==> src/rtl/http_request_stream_parser_assert.svh <==
// assertion macros for the http request stream parser
// expects clk and rst in the scope of each use; no other dependencies
`ifndef HTTP_REQUEST_STREAM_PARSER_ASSERT_SVH
`define HTTP_REQUEST_STREAM_PARSER_ASSERT_SVH

// property that must hold at every edge outside reset
`define HRSP_ALWAYS(lbl, prop, msg) \
  lbl: assert property (@(posedge clk) disable iff (rst) (prop)) else $error(msg);

// condition that must hold in the cycle after a trigger
`define HRSP_NEXT(lbl, trig, cond, msg) \
  lbl: assert property (@(posedge clk) disable iff (rst) (trig) |=> (cond)) else $error(msg);

`endif

==> src/rtl/hrsp_pkg.sv <==
// shared types, codes and per-byte tagging functions of the http request parser
// no dependencies
package hrsp_pkg;

  localparam int MAX_HEADER_COUNT_DEF = 16;

  // parse phases
  localparam logic [2:0] PH_METHOD  = 3'd0;
  localparam logic [2:0] PH_PATH    = 3'd1;
  localparam logic [2:0] PH_VERSION = 3'd2;
  localparam logic [2:0] PH_KEY     = 3'd3;
  localparam logic [2:0] PH_VALUE   = 3'd4;
  localparam logic [2:0] PH_BODY    = 3'd5;
  localparam logic [2:0] PH_SINK    = 3'd6;

  // field classes
  localparam logic [2:0] FC_NONE    = 3'd0;
  localparam logic [2:0] FC_METHOD  = 3'd1;
  localparam logic [2:0] FC_PATH    = 3'd2;
  localparam logic [2:0] FC_VERSION = 3'd3;
  localparam logic [2:0] FC_KEY     = 3'd4;
  localparam logic [2:0] FC_VALUE   = 3'd5;
  localparam logic [2:0] FC_BODY    = 3'd6;

  // result kinds
  localparam logic [2:0] RK_DATA    = 3'd0;
  localparam logic [2:0] RK_RLINE   = 3'd1;
  localparam logic [2:0] RK_COMMIT  = 3'd2;
  localparam logic [2:0] RK_DROP    = 3'd3;
  localparam logic [2:0] RK_END     = 3'd4;

  // end status codes
  localparam logic [1:0] ST_OK       = 2'd0;
  localparam logic [1:0] ST_NO_END   = 2'd1;
  localparam logic [1:0] ST_NO_SPACE = 2'd2;

  // characters
  localparam logic [7:0] CH_CR    = 8'h0D;
  localparam logic [7:0] CH_LF    = 8'h0A;
  localparam logic [7:0] CH_SPACE = 8'h20;
  localparam logic [7:0] CH_COLON = 8'h3A;

  typedef struct packed {
    logic [7:0] out_byte;
    logic [2:0] field_class;
    logic [3:0] header_index;
    logic [2:0] result_kind;
    logic [1:0] status;
  } res_t;

  typedef struct packed {
    logic [2:0] phase;
    logic       line_empty;
    logic       skipping;
  } prs_t;

  typedef struct packed {
    prs_t s;
    logic emit;
    res_t r;
  } content_ret_t;

  typedef struct packed {
    prs_t s;
    logic emit;
    logic inc;
    res_t r;
  } line_ret_t;

  localparam prs_t PRS_RESET = '{phase: PH_METHOD, line_empty: 1'b1, skipping: 1'b0};

  function automatic res_t mk_data(logic [7:0] b, logic [2:0] cls, logic [3:0] idx);
    res_t r;
    r = '{out_byte: b, field_class: cls, header_index: idx,
          result_kind: RK_DATA, status: ST_OK};
    return r;
  endfunction

  function automatic res_t mk_mark(logic [2:0] kind, logic [3:0] idx, logic [1:0] st);
    res_t r;
    r = '{out_byte: 8'h00, field_class: FC_NONE, header_index: idx,
          result_kind: kind, status: st};
    return r;
  endfunction

  // one content byte in the current phase
  function automatic content_ret_t take_content(prs_t s, logic [7:0] b, logic quiet,
                                                logic [3:0] idx);
    content_ret_t c;
    c.s    = s;
    c.emit = 1'b0;
    c.r    = '0;
    case (s.phase)
      PH_METHOD: begin
        if (b == CH_SPACE) c.s.phase = PH_PATH;
        else begin
          c.emit = 1'b1;
          c.r    = mk_data(b, FC_METHOD, 4'd0);
        end
      end
      PH_PATH: begin
        if (b == CH_SPACE) c.s.phase = PH_VERSION;
        else begin
          c.emit = 1'b1;
          c.r    = mk_data(b, FC_PATH, 4'd0);
        end
      end
      PH_VERSION: begin
        c.emit = 1'b1;
        c.r    = mk_data(b, FC_VERSION, 4'd0);
      end
      PH_KEY: begin
        c.s.line_empty = 1'b0;
        if (b == CH_COLON) begin
          c.s.phase    = PH_VALUE;
          c.s.skipping = 1'b1;
        end else if (!quiet) begin
          c.emit = 1'b1;
          c.r    = mk_data(b, FC_KEY, idx);
        end
      end
      PH_VALUE: begin
        c.s.line_empty = 1'b0;
        if (!(s.skipping && b == CH_SPACE)) begin
          c.s.skipping = 1'b0;
          if (!quiet) begin
            c.emit = 1'b1;
            c.r    = mk_data(b, FC_VALUE, idx);
          end
        end
      end
      PH_BODY: begin
        c.emit = 1'b1;
        c.r    = mk_data(b, FC_BODY, 4'd0);
      end
      default: ;
    endcase
    return c;
  endfunction

  // a complete cr lf in the current phase
  function automatic line_ret_t take_line_end(prs_t s, logic room, logic [3:0] idx);
    line_ret_t l;
    l.s    = s;
    l.emit = 1'b0;
    l.inc  = 1'b0;
    l.r    = '0;
    case (s.phase)
      PH_METHOD, PH_PATH: begin
        l.s.phase = PH_SINK;
      end
      PH_VERSION: begin
        l.emit         = 1'b1;
        l.r            = mk_mark(RK_RLINE, 4'd0, ST_OK);
        l.s.phase      = PH_KEY;
        l.s.line_empty = 1'b1;
      end
      PH_KEY: begin
        if (s.line_empty) l.s.phase = PH_BODY;
        else begin
          l.emit = 1'b1;
          l.r    = mk_mark(RK_DROP, idx, ST_OK);
        end
        l.s.line_empty = 1'b1;
      end
      PH_VALUE: begin
        l.emit = 1'b1;
        if (room) begin
          l.r   = mk_mark(RK_COMMIT, idx, ST_OK);
          l.inc = 1'b1;
        end else begin
          l.r = mk_mark(RK_DROP, idx, ST_OK);
        end
        l.s.phase      = PH_KEY;
        l.s.line_empty = 1'b1;
        l.s.skipping   = 1'b0;
      end
      default: ;
    endcase
    return l;
  endfunction

endpackage

==> src/rtl/http_request_stream_parser.sv <==
// top level of the http request stream parser: byte tagging and result queue
// depends on hrsp_pkg and http_request_stream_parser_assert.svh
//
// Takes one request byte per accepted item and returns up to three result items for it
// (tagged content bytes, line markers, end status), last_of_run marking the final one.
// The parse state is updated in the accepting cycle and the item's results land in a
// three-slot result register that drains one result per cycle while out_ready is high;
// a new byte is taken whenever that register is empty or its last result leaves in the
// same cycle. Bytes giving one result so run at one item per clock while out_ready is
// high; an item giving more waits until all but its last leave the single output port.
`include "http_request_stream_parser_assert.svh"

module http_request_stream_parser
  import hrsp_pkg::*;
#(
  parameter int MAX_HEADER_COUNT = MAX_HEADER_COUNT_DEF
) (
  input  logic       clk,
  input  logic       rst,
  input  logic       in_valid,
  output logic       in_ready,
  input  logic [7:0] in_byte,
  input  logic       last_byte,
  output logic       out_valid,
  input  logic       out_ready,
  output logic [7:0] out_byte,
  output logic [2:0] field_class,
  output logic [3:0] header_index,
  output logic [2:0] result_kind,
  output logic [1:0] status,
  output logic       last_of_run
);

  localparam int HCW = $clog2(MAX_HEADER_COUNT + 1);

  // parse state
  prs_t           st;
  prs_t           st_next;
  logic           cr_pending;
  logic           cr_pending_next;
  logic [HCW-1:0] header_count;
  logic [HCW-1:0] header_count_next;

  // result register
  res_t       slot [3];
  logic [1:0] rem;

  // per-item combinational results
  res_t         slot_new [3];
  logic [1:0]   n_new;
  content_ret_t c_a;
  content_ret_t c_b;
  line_ret_t    l_a;
  prs_t         s_w;
  logic         inc;
  logic         in_hdr;
  logic         quiet;
  logic         room;
  logic [3:0]   idx;
  logic [3:0]   idx_after;
  logic         ended;
  logic [1:0]   end_st;
  logic         in_fire;
  logic         out_fire;

  assign in_fire  = in_valid && in_ready;
  assign out_fire = out_valid && out_ready;

  // handshake of the result register
  assign in_ready  = (rem == 2'd0) || (rem == 2'd1 && out_ready);
  assign out_valid = (rem != 2'd0);

  assign out_byte     = slot[0].out_byte;
  assign field_class  = slot[0].field_class;
  assign header_index = slot[0].header_index;
  assign result_kind  = slot[0].result_kind;
  assign status       = slot[0].status;
  assign last_of_run  = (rem == 2'd1);

  assign in_hdr    = (st.phase == PH_KEY) || (st.phase == PH_VALUE);
  assign quiet     = last_byte && in_hdr;
  assign room      = header_count < HCW'(MAX_HEADER_COUNT);
  assign idx       = 4'(header_count);

  // tag one byte: held cr first, then the byte itself, then the end of message
  always_comb begin
    s_w             = st;
    cr_pending_next = cr_pending;
    inc             = 1'b0;
    ended           = 1'b0;
    n_new           = 2'd0;
    slot_new[0]     = '0;
    slot_new[1]     = '0;
    slot_new[2]     = '0;
    end_st          = ST_OK;
    c_a             = '0;
    c_b             = '0;
    l_a             = '0;

    if (st.phase == PH_BODY || st.phase == PH_SINK) begin
      c_b = take_content(s_w, in_byte, 1'b0, idx);
      s_w = c_b.s;
      if (c_b.emit) begin
        slot_new[n_new] = c_b.r;
        n_new           = n_new + 2'd1;
      end
    end else begin
      if (cr_pending) begin
        cr_pending_next = 1'b0;
        if (in_byte == CH_LF) begin
          l_a   = take_line_end(s_w, room, idx);
          s_w   = l_a.s;
          inc   = l_a.inc;
          ended = 1'b1;
          if (l_a.emit) begin
            slot_new[n_new] = l_a.r;
            n_new           = n_new + 2'd1;
          end
        end else begin
          c_a = take_content(s_w, CH_CR, quiet, idx);
          s_w = c_a.s;
          if (c_a.emit) begin
            slot_new[n_new] = c_a.r;
            n_new           = n_new + 2'd1;
          end
        end
      end
      if (!ended) begin
        if (in_byte == CH_CR && !last_byte) begin
          cr_pending_next = 1'b1;
        end else begin
          c_b = take_content(s_w, in_byte, quiet, idx);
          s_w = c_b.s;
          if (c_b.emit && n_new != 2'd3) begin
            slot_new[n_new] = c_b.r;
            n_new           = n_new + 2'd1;
          end
        end
      end
    end

    header_count_next = header_count + (inc ? HCW'(1) : HCW'(0));
    idx_after         = 4'(header_count_next);
    st_next           = s_w;

    // end of message: drop an open header line, report status, return to reset
    if (last_byte) begin
      if ((s_w.phase == PH_KEY || s_w.phase == PH_VALUE) && !s_w.line_empty &&
          n_new != 2'd3) begin
        slot_new[n_new] = mk_mark(RK_DROP, idx_after, ST_OK);
        n_new           = n_new + 2'd1;
      end
      if (s_w.phase == PH_METHOD || s_w.phase == PH_PATH || s_w.phase == PH_VERSION)
        end_st = ST_NO_END;
      else if (s_w.phase == PH_SINK)
        end_st = ST_NO_SPACE;
      if (n_new != 2'd3) begin
        slot_new[n_new] = mk_mark(RK_END, 4'd0, end_st);
        n_new           = n_new + 2'd1;
      end
      st_next           = PRS_RESET;
      cr_pending_next   = 1'b0;
      header_count_next = '0;
    end
  end

  // parse state registers
  always_ff @(posedge clk) begin
    if (rst) begin
      st           <= PRS_RESET;
      cr_pending   <= 1'b0;
      header_count <= '0;
    end else if (in_fire) begin
      st           <= st_next;
      cr_pending   <= cr_pending_next;
      header_count <= header_count_next;
    end
  end

  // result register: load on a new item, shift down as results leave
  always_ff @(posedge clk) begin
    if (rst) begin
      rem <= 2'd0;
    end else if (in_fire) begin
      rem <= n_new;
    end else if (out_fire) begin
      rem <= rem - 2'd1;
    end
  end

  always_ff @(posedge clk) begin
    if (in_fire) begin
      slot[0] <= slot_new[0];
      slot[1] <= slot_new[1];
      slot[2] <= slot_new[2];
    end else if (out_fire) begin
      slot[0] <= slot[1];
      slot[1] <= slot[2];
    end
  end

  // checks on the parse state and the result register
  `HRSP_ALWAYS(a_cr_in_line, !cr_pending || (st.phase != PH_BODY && st.phase != PH_SINK), "cr held outside a line phase")
  `HRSP_ALWAYS(a_hdr_limit, header_count <= HCW'(MAX_HEADER_COUNT), "header count past limit")
  `HRSP_NEXT(a_msg_reset, in_fire && last_byte, st.phase == PH_METHOD && header_count == '0 && !cr_pending, "parser not reset after final byte")
  `HRSP_ALWAYS(a_no_overrun, !in_fire || rem == 2'd0 || (rem == 2'd1 && out_fire), "item taken over pending results")

endmodule
==> config.mk <==
export PLATFORM = sky130hd
export DESIGN_NAME = http_request_stream_parser
export DESIGN_NICKNAME = d
export VERILOG_FILES = /design/src/rtl/hrsp_pkg.sv /design/src/rtl/http_request_stream_parser.sv
export VERILOG_INCLUDE_DIRS = /design/src /design/src/rtl
export SDC_FILE = /design/constraint.sdc
export NUM_CORES = 1
export LEC_CHECK = 0
export BUFFER_PORTS_ARGS = -buffer_cell sky130_fd_sc_hd__buf_2
export CAP_MARGIN = 40
export CORE_ASPECT_RATIO = 0.9
export CORE_UTILIZATION = 60
export CTS_CLUSTER_SIZE = 28
export DETAILED_ROUTE_END_ITERATION = 8
export GPL_ROUTABILITY_DRIVEN = 0
export PLACE_DENSITY_LB_ADDON = 0.25
export SKIP_CTS_REPAIR_TIMING = 1
export SLEW_MARGIN = 20
export SYNTH_ARGS = -nofsm -noshare
export SYNTH_HDL_FRONTEND = slang
export SYNTH_SLANG_ARGS = --single-unit
==> constraint.sdc <==
create_clock -name clk -period 6.8 [get_ports clk]
set_clock_uncertainty 0.2 [all_clocks]
set_input_delay 0.68 -clock clk [delete_from_list [all_inputs] [get_ports clk]]
set_output_delay 0.68 -clock clk [all_outputs]
set_load 0.005 [all_outputs]
Yosys cells after proc, flatten, opt, wreduce, memory -nomap -nowiden

Memories as Yosys holds them, arrays and structs flattened.
Cells that the tools add are included.

Add/sub/neg operators: 5
Magnitude comparators: 7
Eq/ne operators: 28
Muxes and demuxes: 116
Bitwise gates (word level): 5
Reductions and logical operators: 33

Operators with widths:

| cell                                                      | number |
|---|---|
| 2-to-1 mux 60 bit                                         | 7 |
| one-hot mux 21 bit (6 select lines)                       | 3 |
| 2-to-1 mux 21 bit                                         | 15 |
| 2-to-1 mux 20 bit                                         | 12 |
| bitwise mux 60 bit                                        | 3 |
| demux 20 bit (select 2 bit)                               | 3 |
| 2-to-1 mux 22 bit                                         | 2 |
| 2-to-1 mux 40 bit                                         | 1 |
| 2-to-1 mux 5 bit                                          | 8 |
| 2-to-1 mux 2 bit                                          | 16 |
| 2-to-1 mux 1 bit                                          | 30 |
| one-hot mux 3 bit (3 select lines)                        | 3 |
| one-hot mux 9 bit (3 select lines)                        | 1 |
| 2-to-1 mux 3 bit                                          | 8 |
| == test 3 bit (second input constant)                     | 7 |
| == test 3 x 2 -> 1 bit (second input constant)            | 6 |
| == test 8 x 4 -> 1 bit (second input constant)            | 2 |
| == test 8 x 6 -> 1 bit (second input constant)            | 2 |
| logical AND 1 bit                                         | 13 |
| == test 3 x 1 -> 1 bit (second input constant)            | 3 |
| greater-or-equal comparator 3 bit (second input constant) | 3 |
| logical NOT 3 bit                                         | 3 |
| < comparator 3 x 1 -> 1 bit (second input constant)       | 3 |
| 2-to-1 mux 9 bit                                          | 1 |
| 20 further kinds                                          | 39 |

Bits in registers: 13
RAM bits: 60
Input bits: 13
Output and inout port bits: 23
Word-level logic and storage cells: 201
Memories kept: 1

Memories:

| memory | words | width | read ports | clocked after Yosys merged registers in | write ports | RTL line                         | RTL |
|---|---|---|---|---|---|---|---|
| slot   | 3     | 20    | 3          | 0                                       | 3           | http_request_stream_parser.sv:45 | `res_t slot [3];` |

Depth between registers and ports, before layout

Gate-level depths: netlist (run 1).

Word-level depth: 31
Mapped depth: 19
Depth with buffers taken out: 16

Worst setup path after synthesis (run 1)

OpenSTA, ideal clock, no wires.

Path kind: input to register
Start point: input in_byte[3]
End point: memory slot[0][13] (netlist bit) (data pin)
Setup time: 0.257 ns
Arrival: 4.625 ns
Required time: 6.343 ns
Setup slack: 1.718 ns
Stages on the path: 16
Buffers on the path: 1
Cell sequence: clkbuf_1 nor4bb_1 nand3_1 o211ai_1 nand4_1 ha_1 a32oi_1 o21a_1 inv_1 ha_1 a21oi_1 o21ai_0 or3_1 o32ai_4 a21oi_1 a32o_1

RTL lines:

| what            | RTL line                         | RTL |
|---|---|---|
| start, declared | http_request_stream_parser.sv:22 | `input logic [7:0] in_byte,` |
| end, declared   | http_request_stream_parser.sv:45 |  |

==> key figures, run 1 <==
STA
  – RSZ-0062 raised after global routing: false
  – Final hold violation count: 0
  – Setup TNS Final: 0 ns
  – Slew headroom: 37.7%
  – Fmax: 181 MHz
  – Max-slew violations: 0
  – Tmin final: approximately 5.5 ns
  – Slew @ Worst Pin: 0.933 ns
  – Final WS setup: approximately 1.3 ns
  – Final period util: between 80% and 90%
  – Final setup vio count: 0

CTS
  – H-tree depth: 3
  – Root Driver: clkbuf_8
  – Clk_lat worst skew: around 0.35 ns
  – TritonCTS clock tree: built
  – Number of CTS-inserted buffers: 9
  – Clock Path Buffers: 2
  – CTS clk-pin slew, worst paths: 0.07 ns
  – Sink Count: 60

Logic synthesis
  – Fraction of registers with async set/reset: 0%
  – Ys flop type: edfxtp_1
  – Largest family of logic cells by synthesized area: compound AO/OA/AOI/OAI gates
  – Top cells by area, synth: edfxtp_1 35%, dfxtp_1 6.5%, o21ai_0 4.3%
  – Leading area contributor after synthesis: edfxtp_1
  – Synth Area in Compound Gates: between 20% and 30%
  – Syn avg cell area: approximately 9 µm²
  – Mapped Cells: ~440
  – Post-Syn Nets: ~470
  – Adder-Cell Fraction of Synth Area: 2.80%
  – Share of the synthesized area in the top cell type: about a third
  – Simple-gate area share of the yosys netlist: 22.3%
  – Synthesized area: 4030 µm²
  – Post-synth EDFFs: 47
  – Sequential area share after synthesis: approximately 42%
  – Count of different cell masters after synthesis: 70
  – Post-synthesis mux area share: 0.280%
  – Count leader, synth: edfxtp_1
  – Xor and xnor area share after synthesis: 0.435%
  – Synth warnings: 0
  – Post-synth top cells: 47 x edfxtp_1, 42 x nand2_1, 35 x o21ai_0
  – Yosys reg bits: 60

Setup path
  – Critical path class: flop to flop
  – R2R depth: 16
  – R2R setup slack: around 1.3 ns
  – CP max FO: 20
  – Buf+Inv Stages, Crit Path: 2
  – RR Startpoint: st[2]
  – Worst Setup SP: st[2]
  – Largest delay contributor family on the critical path: compound AO/OA/AOI/OAI gates
  – Worst path cell trace: buf_4 > nor3b_1 > o21ai_0 > a32oi_1 > nand4_1 > ha_1 > a32oi_1 > o21a_1 > inv_1 > ha_1 > a21oi_1 > o21ai_0 > or3_1 > o32ai_4 > a21oi_1 > a32o_1
  – Worst flop-to-flop path endpoint: slot[0][19]
  – Critical Path Sink Type: flop
  – Arr. time, crit path: around 5.4 ns
  – Max incr delay on CP: between 0.7 and 0.8 ns
  – Crit start category: flop
  – Slowest CP cell: nor3b_1
  – Crit path required time: ~6.7 ns

Detailed routing
  – Initial DRC Count: 394
  – Drt pass-1 iters: 7
  – Vias/cell: a little under 7
  – DRC errors left: 0
  – Final wirelength: about 10000 µm
  – Routed Antenna Nets: 0
  – Routed len/inst: roughly 19 µm
  – Vias after detailed routing: between 3000 and 4000

Global routing
  – First-pass GRT wire length: 16300 µm
  – Initial antenna violation count: 0
  – Largest net degree at the start of global routing: 42
  – Number of global-route vias before repair: approximately 3300
  – Congestion Overflow GR: 0
  – Global-route usage over all layers: between 30% and 40%

Power
  – Switching pwr: roughly 0.26 mW
  – VDD IR max: 117 µV
  – Tot Pwr: about 0.94 mW
  – Leakage Power: approximately 1.6 nW
  – Power Dens Cells: between 200 and 250 nW/µm²
  – Clk pwr share: approximately a third
  – P_int: between 0.6 and 0.7 mW
  – Reg power frac: roughly half
  – Gate power share: about 14%
  – Net Sw Frac: 27.4%

Min path
  – Worst Hold Endpoint: st[0]
  – Hold Startpoint: st[0]
  – Hold Crit Class: flop to flop
  – Hold depth: 2

Finish
  – Area Overhead vs Synth: 7.33%
  – Core Util, Final: between 60% and 70%
  – Layout cell share with drive strength beyond 1: between 10% and 20%
  – Nets: between 400 and 500
  – Antenna Cells: 0
  – Fin area: between 4000 and 5000 µm²

Floorplanning
  – Row cnt: 27
  – Die X: approximately 88 µm
  – Starting Density: between 60% and 70%
  – Core Box Area: between 6000 and 7000 µm²
  – Die height: around 80 µm
  – Ports: 36
  – Total die area: ~7000 µm²

Place
  – Port bufs: 35
  – Placed cell areas: 4120 µm²
  – Pre-CTS WS: 1.08 ns
  – Detailed Place HPWL: 7260 µm

Status
  – Status: finished, final reports clean

Flow run
  – Max-Cap Viols: 0
kinds of logic (layout without fill, tap and decap cells):
| family | count (synthesis) | count (layout) |
|---|---|---|
| mux | 1 | 1 |
| simple gates | 168 | 168 |
| flops | 60 | 60 |
| xor+xnor | 2 | 2 |
| buf+inv | 56 | 69 |
| other cells | 1 | 1 |
| fa+ha+maj | 9 | 9 |
| compound gates | 146 | 146 |
through the flow:
step           hold slack [ns]  std cells
2_1_floorplan            0.255        443
3_3_place_gp             0.267        527
4_1_cts                  0.286        543
6_report                 0.286        543
3_5_place_dp             0.277        527
5_1_grt                  0.305        543
worst max path at each step:
stage / end / slack, ns / cells past startpoint
global placement: slot[0][17] / 1.23 / 16
global route: slot[0][16] / 1.05 / 16
floorplan: slot[0][13] / 1.72 / 16
CTS: slot[0][19] / 1.43 / 16
finish: slot[0][19] / 1.26 / 16
detailed placement: slot[0][19] / 1.08 / 16
area by class of cell:
cell class	count	area, µm²
fill	507	1960
clock inverter	7	77.6
sequential	60	1670
inverter	10	37.5
timing repair buffer	43	235
multi-input combinational	327	2070
tap	87	109
clock buffer	9	124
state kept, by name, summed over array words and instances, names as in the netlist:
register	flops
slot	47
cr_pending	1
header_count	5
rem	2
st	5
tightest hold or removal path, cell delays in order (launching register included):
cell	delay [ns]
dfxtp_1	0.33
nand2_1	0.06
a21oi_1	0.05
placed cells by master, fill, tap and decap left out, types with 9 or more instances in the layout:
cell type | Yosys | routed
a21oi_1 | 28 | 28
a22oi_1 | 9 | 9
and2_1 | 16 | 16
buf_2 | 1 | 35
clkbuf_8 | 0 | 9
dfxtp_1 | 13 | 13
edfxtp_1 | 47 | 47
ha_1 | 9 | 9
inv_1 | 10 | 10
nand2_1 | 42 | 42
nand3_1 | 15 | 15
nor2_1 | 33 | 32
nor3_1 | 10 | 10
o21ai_0 | 35 | 35
metal layers:
metal	vias up	share of wire, %	track usage, %
li1	1691	-	-
met1	1704	43	42.1
met2	236	43	46.9
met3	45	11	9.82
met4	0	3.0	9.52
met5	-	0	0
power by group through the flow:
stage	Sequential, mW	Clock, mW	Combinational [mW]
after floorplan	0.483	0	0.108
after global placement	0.484	0	0.130
after detailed placement	0.487	0	0.135
after CTS	0.479	0.324	0.135
after global routing	0.484	0.342	0.151
final	0.479	0.321	0.136
Note: power is estimated with default switching activity, not from simulation.
==> run 2: changes to the inputs <==
--- a/config.mk
+++ b/config.mk
@@ -6,10 +6,11 @@
 export SDC_FILE = /design/constraint.sdc
 export NUM_CORES = 1
 export LEC_CHECK = 0
+export ABC_AREA = 1
 export BUFFER_PORTS_ARGS = -buffer_cell sky130_fd_sc_hd__buf_2
 export CAP_MARGIN = 40
 export CORE_ASPECT_RATIO = 0.9
-export CORE_UTILIZATION = 60
+export CORE_UTILIZATION = 55
 export CTS_CLUSTER_SIZE = 28
 export DETAILED_ROUTE_END_ITERATION = 8
 export GPL_ROUTABILITY_DRIVEN = 0
==> constraint.sdc (replaced) <==
create_clock -name clk -period 4.9 [get_ports clk]
set_clock_uncertainty 0.2 [all_clocks]
set_input_delay 0.49 -clock clk [delete_from_list [all_inputs] [get_ports clk]]
set_output_delay 0.49 -clock clk [all_outputs]
set_load 0.005 [all_outputs]
==> run 2 against run 1 <==
  * Global-route usage shrank 3.4 points
  * Area after synthesis grew 7.0%
  * Clock power grew 33%
  * Combinational power grew to 4.7 times the previous value
  * Register-to-register slack lost 0.68 ns
  * Worst hold slack lost 0.084 ns
  * Wire length grew 4.0%
  * First-iteration DRC count grew 8.1%
  * Highest routed layer unchanged
  * Design area grew 6.0%
  * Count of clock-buffer cells in the layout grew 2
  * Via count grew 8.8%
  * Synthesized cell count grew 31%
==> key figures, run 2 <==
Status
  – Status: finished, final reports clean

Finish
  – Layout cell share with drive strength beyond 1: 16.7% (+1.3 points)
  – Max reg flops: 47 (unchanged)
  – Nets: 617 (+30%)
  – Area occupied by multi-input gates: 2120 µm² (+2.7%)
  – Area Overhead vs Synth: 6.33%
  – Fin area: 4580 µm² (+6.0%)
  – Reg area: 1670 µm² (unchanged)
  – Antenna Cells: 0 (unchanged)
  – Highest-count cells in the layout ignoring fill and taps: 146 x nand2_1, 60 x inv_1, 60 x nor2_1
  – # fillers: 670 (+32%)
  – Commonest non-fill, non-tap cell in the layout: nand2_1
  – Top flop regs: slot x47, header_count x5, st x5
  – Top reg by flops: slot

Setup path
  – Critical Path Sink Type: flop
  – CP Depth: 21 (+5)
  – Critical path class: flop to flop
  – CP max FO: 10 (-50%)
  – Max incr delay on CP: 0.51 ns (-0.28 ns)
  – Crit start category: flop
  – Crit path to: slot[0][19]
  – Worst Setup SP: st[3]
  – Crit path required time: 4.80 ns (-1.91 ns)
  – Worst path cell trace: inv_2 > nand3_1 > nand4_2 > nand2_2 > nor2_2 > o21ai_1 > nand3_2 > ha_1 > o21ai_1 > inv_1 > a21oi_2 > inv_2 > ha_1 > inv_1 > o2111ai_1 > nand2_4 > nand3_4 > nand2_4 > nor2_4 > nand2_1 > nand2_1
  – Worst flop-to-flop path endpoint: slot[0][19]
  – Arr. time, crit path: 4.22 ns (-1.22 ns)
  – Slowest CP cell: dfxtp_1
  – RR Startpoint: st[3]
  – R2R setup slack: 0.58 ns (-0.68 ns)
  – R2R depth: 21 (+5)
  – Buf+Inv Stages, Crit Path: 4 (+2)
  – Largest delay contributor family on the critical path: simple AND/OR/NAND/NOR gates

Detailed routing
  – Routed wl met2: 4800 µm (+7.6%)
  – Max Used Layer: met4
  – Drt pass-1 iters: 6 (-1)
  – DRC errors left: 0 (unchanged)
  – Routed Antenna Nets: 0 (unchanged)
  – Initial DRC Count: 426 (+8.1%)
  – Routed len/inst: 15.3 µm (-19%)
  – Vias/cell: 5.75 (-15%)
  – Vias after detailed routing: 4001 (+8.8%)
  – Final wirelength: 10700 µm (+4.0%)
  – Metal3 WL: 1040 µm (-3.5%)
  – Metal-1 WL: 4480 µm (+1.7%)

Power
  – Tot Pwr: 1.93 mW (+110%)
  – Switching pwr: 0.690 mW (+170%)
  – Reg power frac: 44.3% (-6.9 points)
  – Power Dens Cells: 421 nW/µm² (+94%)
  – Clk pwr share: 22.2% (-12 points)
  – Gate power share: 33.5% (+19 points)
  – VDD IR max: 192 µV (+65%)
  – P_int: 1.24 mW (+82%)
  – Leakage Power: 2.13 nW (+31%)
  – Net Sw Frac: 35.8% (+8.4 points)

Global routing
  – Congestion Overflow GR: 0 (unchanged)
  – Initial antenna violation count: 0 (unchanged)
  – Global-route usage over all layers: 27.6% (-3.4 points)
  – Largest net degree at the start of global routing: 40 (-4.8%)
  – First-pass GRT wire length: 17300 µm (+5.6%)
  – Number of global-route vias before repair: 3631 (+10%)

CTS
  – Number of CTS-inserted buffers: 9 (unchanged)
  – Clock Path Buffers: 2 (unchanged)
  – Clk_lat worst skew: 0.34 ns (about the same)
  – TritonCTS clock tree: built
  – H-tree depth: 3 (unchanged)
  – CTS clk-pin slew, worst paths: 0.07 ns (about the same)
  – Root Driver: clkbuf_8
  – Sink Count: 60 (unchanged)

Logic synthesis
  – Post-Syn Nets: 602 (+29%)
  – Syn avg cell area: 7.43 µm² (-18%)
  – Count of different cell masters after synthesis: 45 (-36%)
  – Fraction of registers with async set/reset: 0% (unchanged)
  – Post-synth top cells: 146 x nand2_1, 60 x inv_1, 60 x nor2_1
  – Mapped Cells: 580 (+31%)
  – Share of the synthesized area in the top cell type: 32.8% (-2.3 points)
  – Synthesized area: 4310 µm² (+7.0%)
  – Ys flop type: edfxtp_1
  – Count leader, synth: nand2_1
  – Leading area contributor after synthesis: edfxtp_1
  – Synth warnings: 0 (unchanged)
  – Post-synth EDFFs: 47 (unchanged)
  – Yosys reg bits: 60 (unchanged)
  – Top cells by area, synth: edfxtp_1 33%, nand2_1 13%, dfxtp_1 6.0%
  – Sequential area share after synthesis: 38.8% (-2.7 points)

Flow run
  – Max-Cap Viols: 0 (unchanged)

STA
  – Slew headroom: 48.5% (+11 points)
  – Fmax: 232 MHz (+28%)
  – Hold Slack: 0.202 ns (-0.0845 ns)
  – Max-slew violations: 0 (unchanged)
  – Final hold violation count: 0 (unchanged)
  – Final setup vio count: 0 (unchanged)
  – Tmin final: 4.32 ns (-1.22 ns)
  – RSZ-0062 raised after global routing: false
  – Setup TNS Final: 0 ns (unchanged)
  – Final period util: 88.1% (+6.7 points)
  – Slew @ Worst Pin: 0.768 ns (-0.165 ns)

Floorplanning
  – Starting Density: 57.1% (-7.0 points)
  – Total die area: 8190 µm² (+16%)
  – Die X: 95.3 µm (+7.8%)
  – Core Box Area: 7540 µm² (+20%)
  – Ports: 36 (unchanged)
  – Die height: 86.0 µm (+7.8%)
  – Row cnt: 30 (+11%)

Place
  – Detailed Place HPWL: 7990 µm (+10%)
  – Placed cell areas: 4400 µm² (+6.7%)
  – Port bufs: 35 (unchanged)

Min path
  – Hold Crit Class: primary input to flop
run 2: cell types whose count changed after synthesis, moves of 6 or more:
cell	delta
a211oi_1	-6
a22oi_1	-8
a32oi_1	-6
and2_1	-16
clkbuf_1	-17
inv_1	+50
inv_2	+12
nand2_1	+104
nand2_2	+9
nand3_1	+29
nand4_1	+7
nor2_1	+27
nor2b_1	-8
run 2: power groups by stage:
stage	registers, mW	logic, mW	clock network, mW
detailed placement	0.866	0.641	0
finish	0.854	0.645	0.428
global route	0.876	0.732	0.449
CTS	0.856	0.644	0.427
floorplan	0.854	0.526	0
global placement	0.861	0.622	0
run 2: logic make-up after synthesis:
group	synth area share (%)
adder cells (fa/ha/maj)	2.61
XOR/XNOR	0.203
buffers and inverters	11.9
AND/OR/NAND/NOR	33.6
other	0.0870
flip-flops	38.8
AO/OA/AOI/OAI	12.8
run 2: per-layer routing:
layer  up-vias  track usage (%)
met4         0             13.4
met2       210             41.7
met3        36             5.67
met1      1810             37.6
li1       1945                -
met5         -                0
run 2: area by class of cell:
cell class,count,area share [%]
clock buffer,11,2.87
clock inverter,5,1.15
inverter,75,6.20
multi-input combinational,411,46.4
sequential,60,36.5
tap,96,2.62
timing repair buffer,38,4.32
run 2: metrics by stage:
stage | instances | setup slack, ns | util [%]
CTS | 696 | 0.624 | 60.7
finish | 696 | 0.584 | 60.7
global route | 696 | 0.286 | 60.7
global placement | 680 | 0.621 | 58.3
detailed placement | 680 | 0.374 | 58.3
floorplan | 580 | 1.13 | -
run 2: worst min-delay path by stage:
| stage | from | endpoint | slack, ns | cells past startpoint |
|---|---|---|---|---|
| 6_report | rst | header_count[1] | 0.20 | 2 |
| 5_1_grt | rst | header_count[1] | 0.22 | 2 |
| 4_1_cts | rst | header_count[1] | 0.21 | 2 |
| 3_5_place_dp | slot[0][24] | slot[0][4] | 0.31 | 2 |
| 3_3_place_gp | header_count[3] | header_count[3] | 0.30 | 2 |
| 2_1_floorplan | header_count[3] | header_count[3] | 0.27 | 2 |
run 2: worst reg2reg max path, cell delays in order (launching register included):
cell and delay [ns]:
dfxtp_1 0.51, inv_2 0.10, nand3_1 0.32, nand4_2 0.16, nand2_2 0.23, nor2_2 0.09
o21ai_1 0.16, nand3_2 0.23, ha_1 0.35, o21ai_1 0.13, inv_1 0.06, a21oi_2 0.23
inv_2 0.09, ha_1 0.23, inv_1 0.13, o2111ai_1 0.25, nand2_4 0.18, nand3_4 0.13
nand2_4 0.12, nor2_4 0.06, nand2_1 0.08, nand2_1 0.05
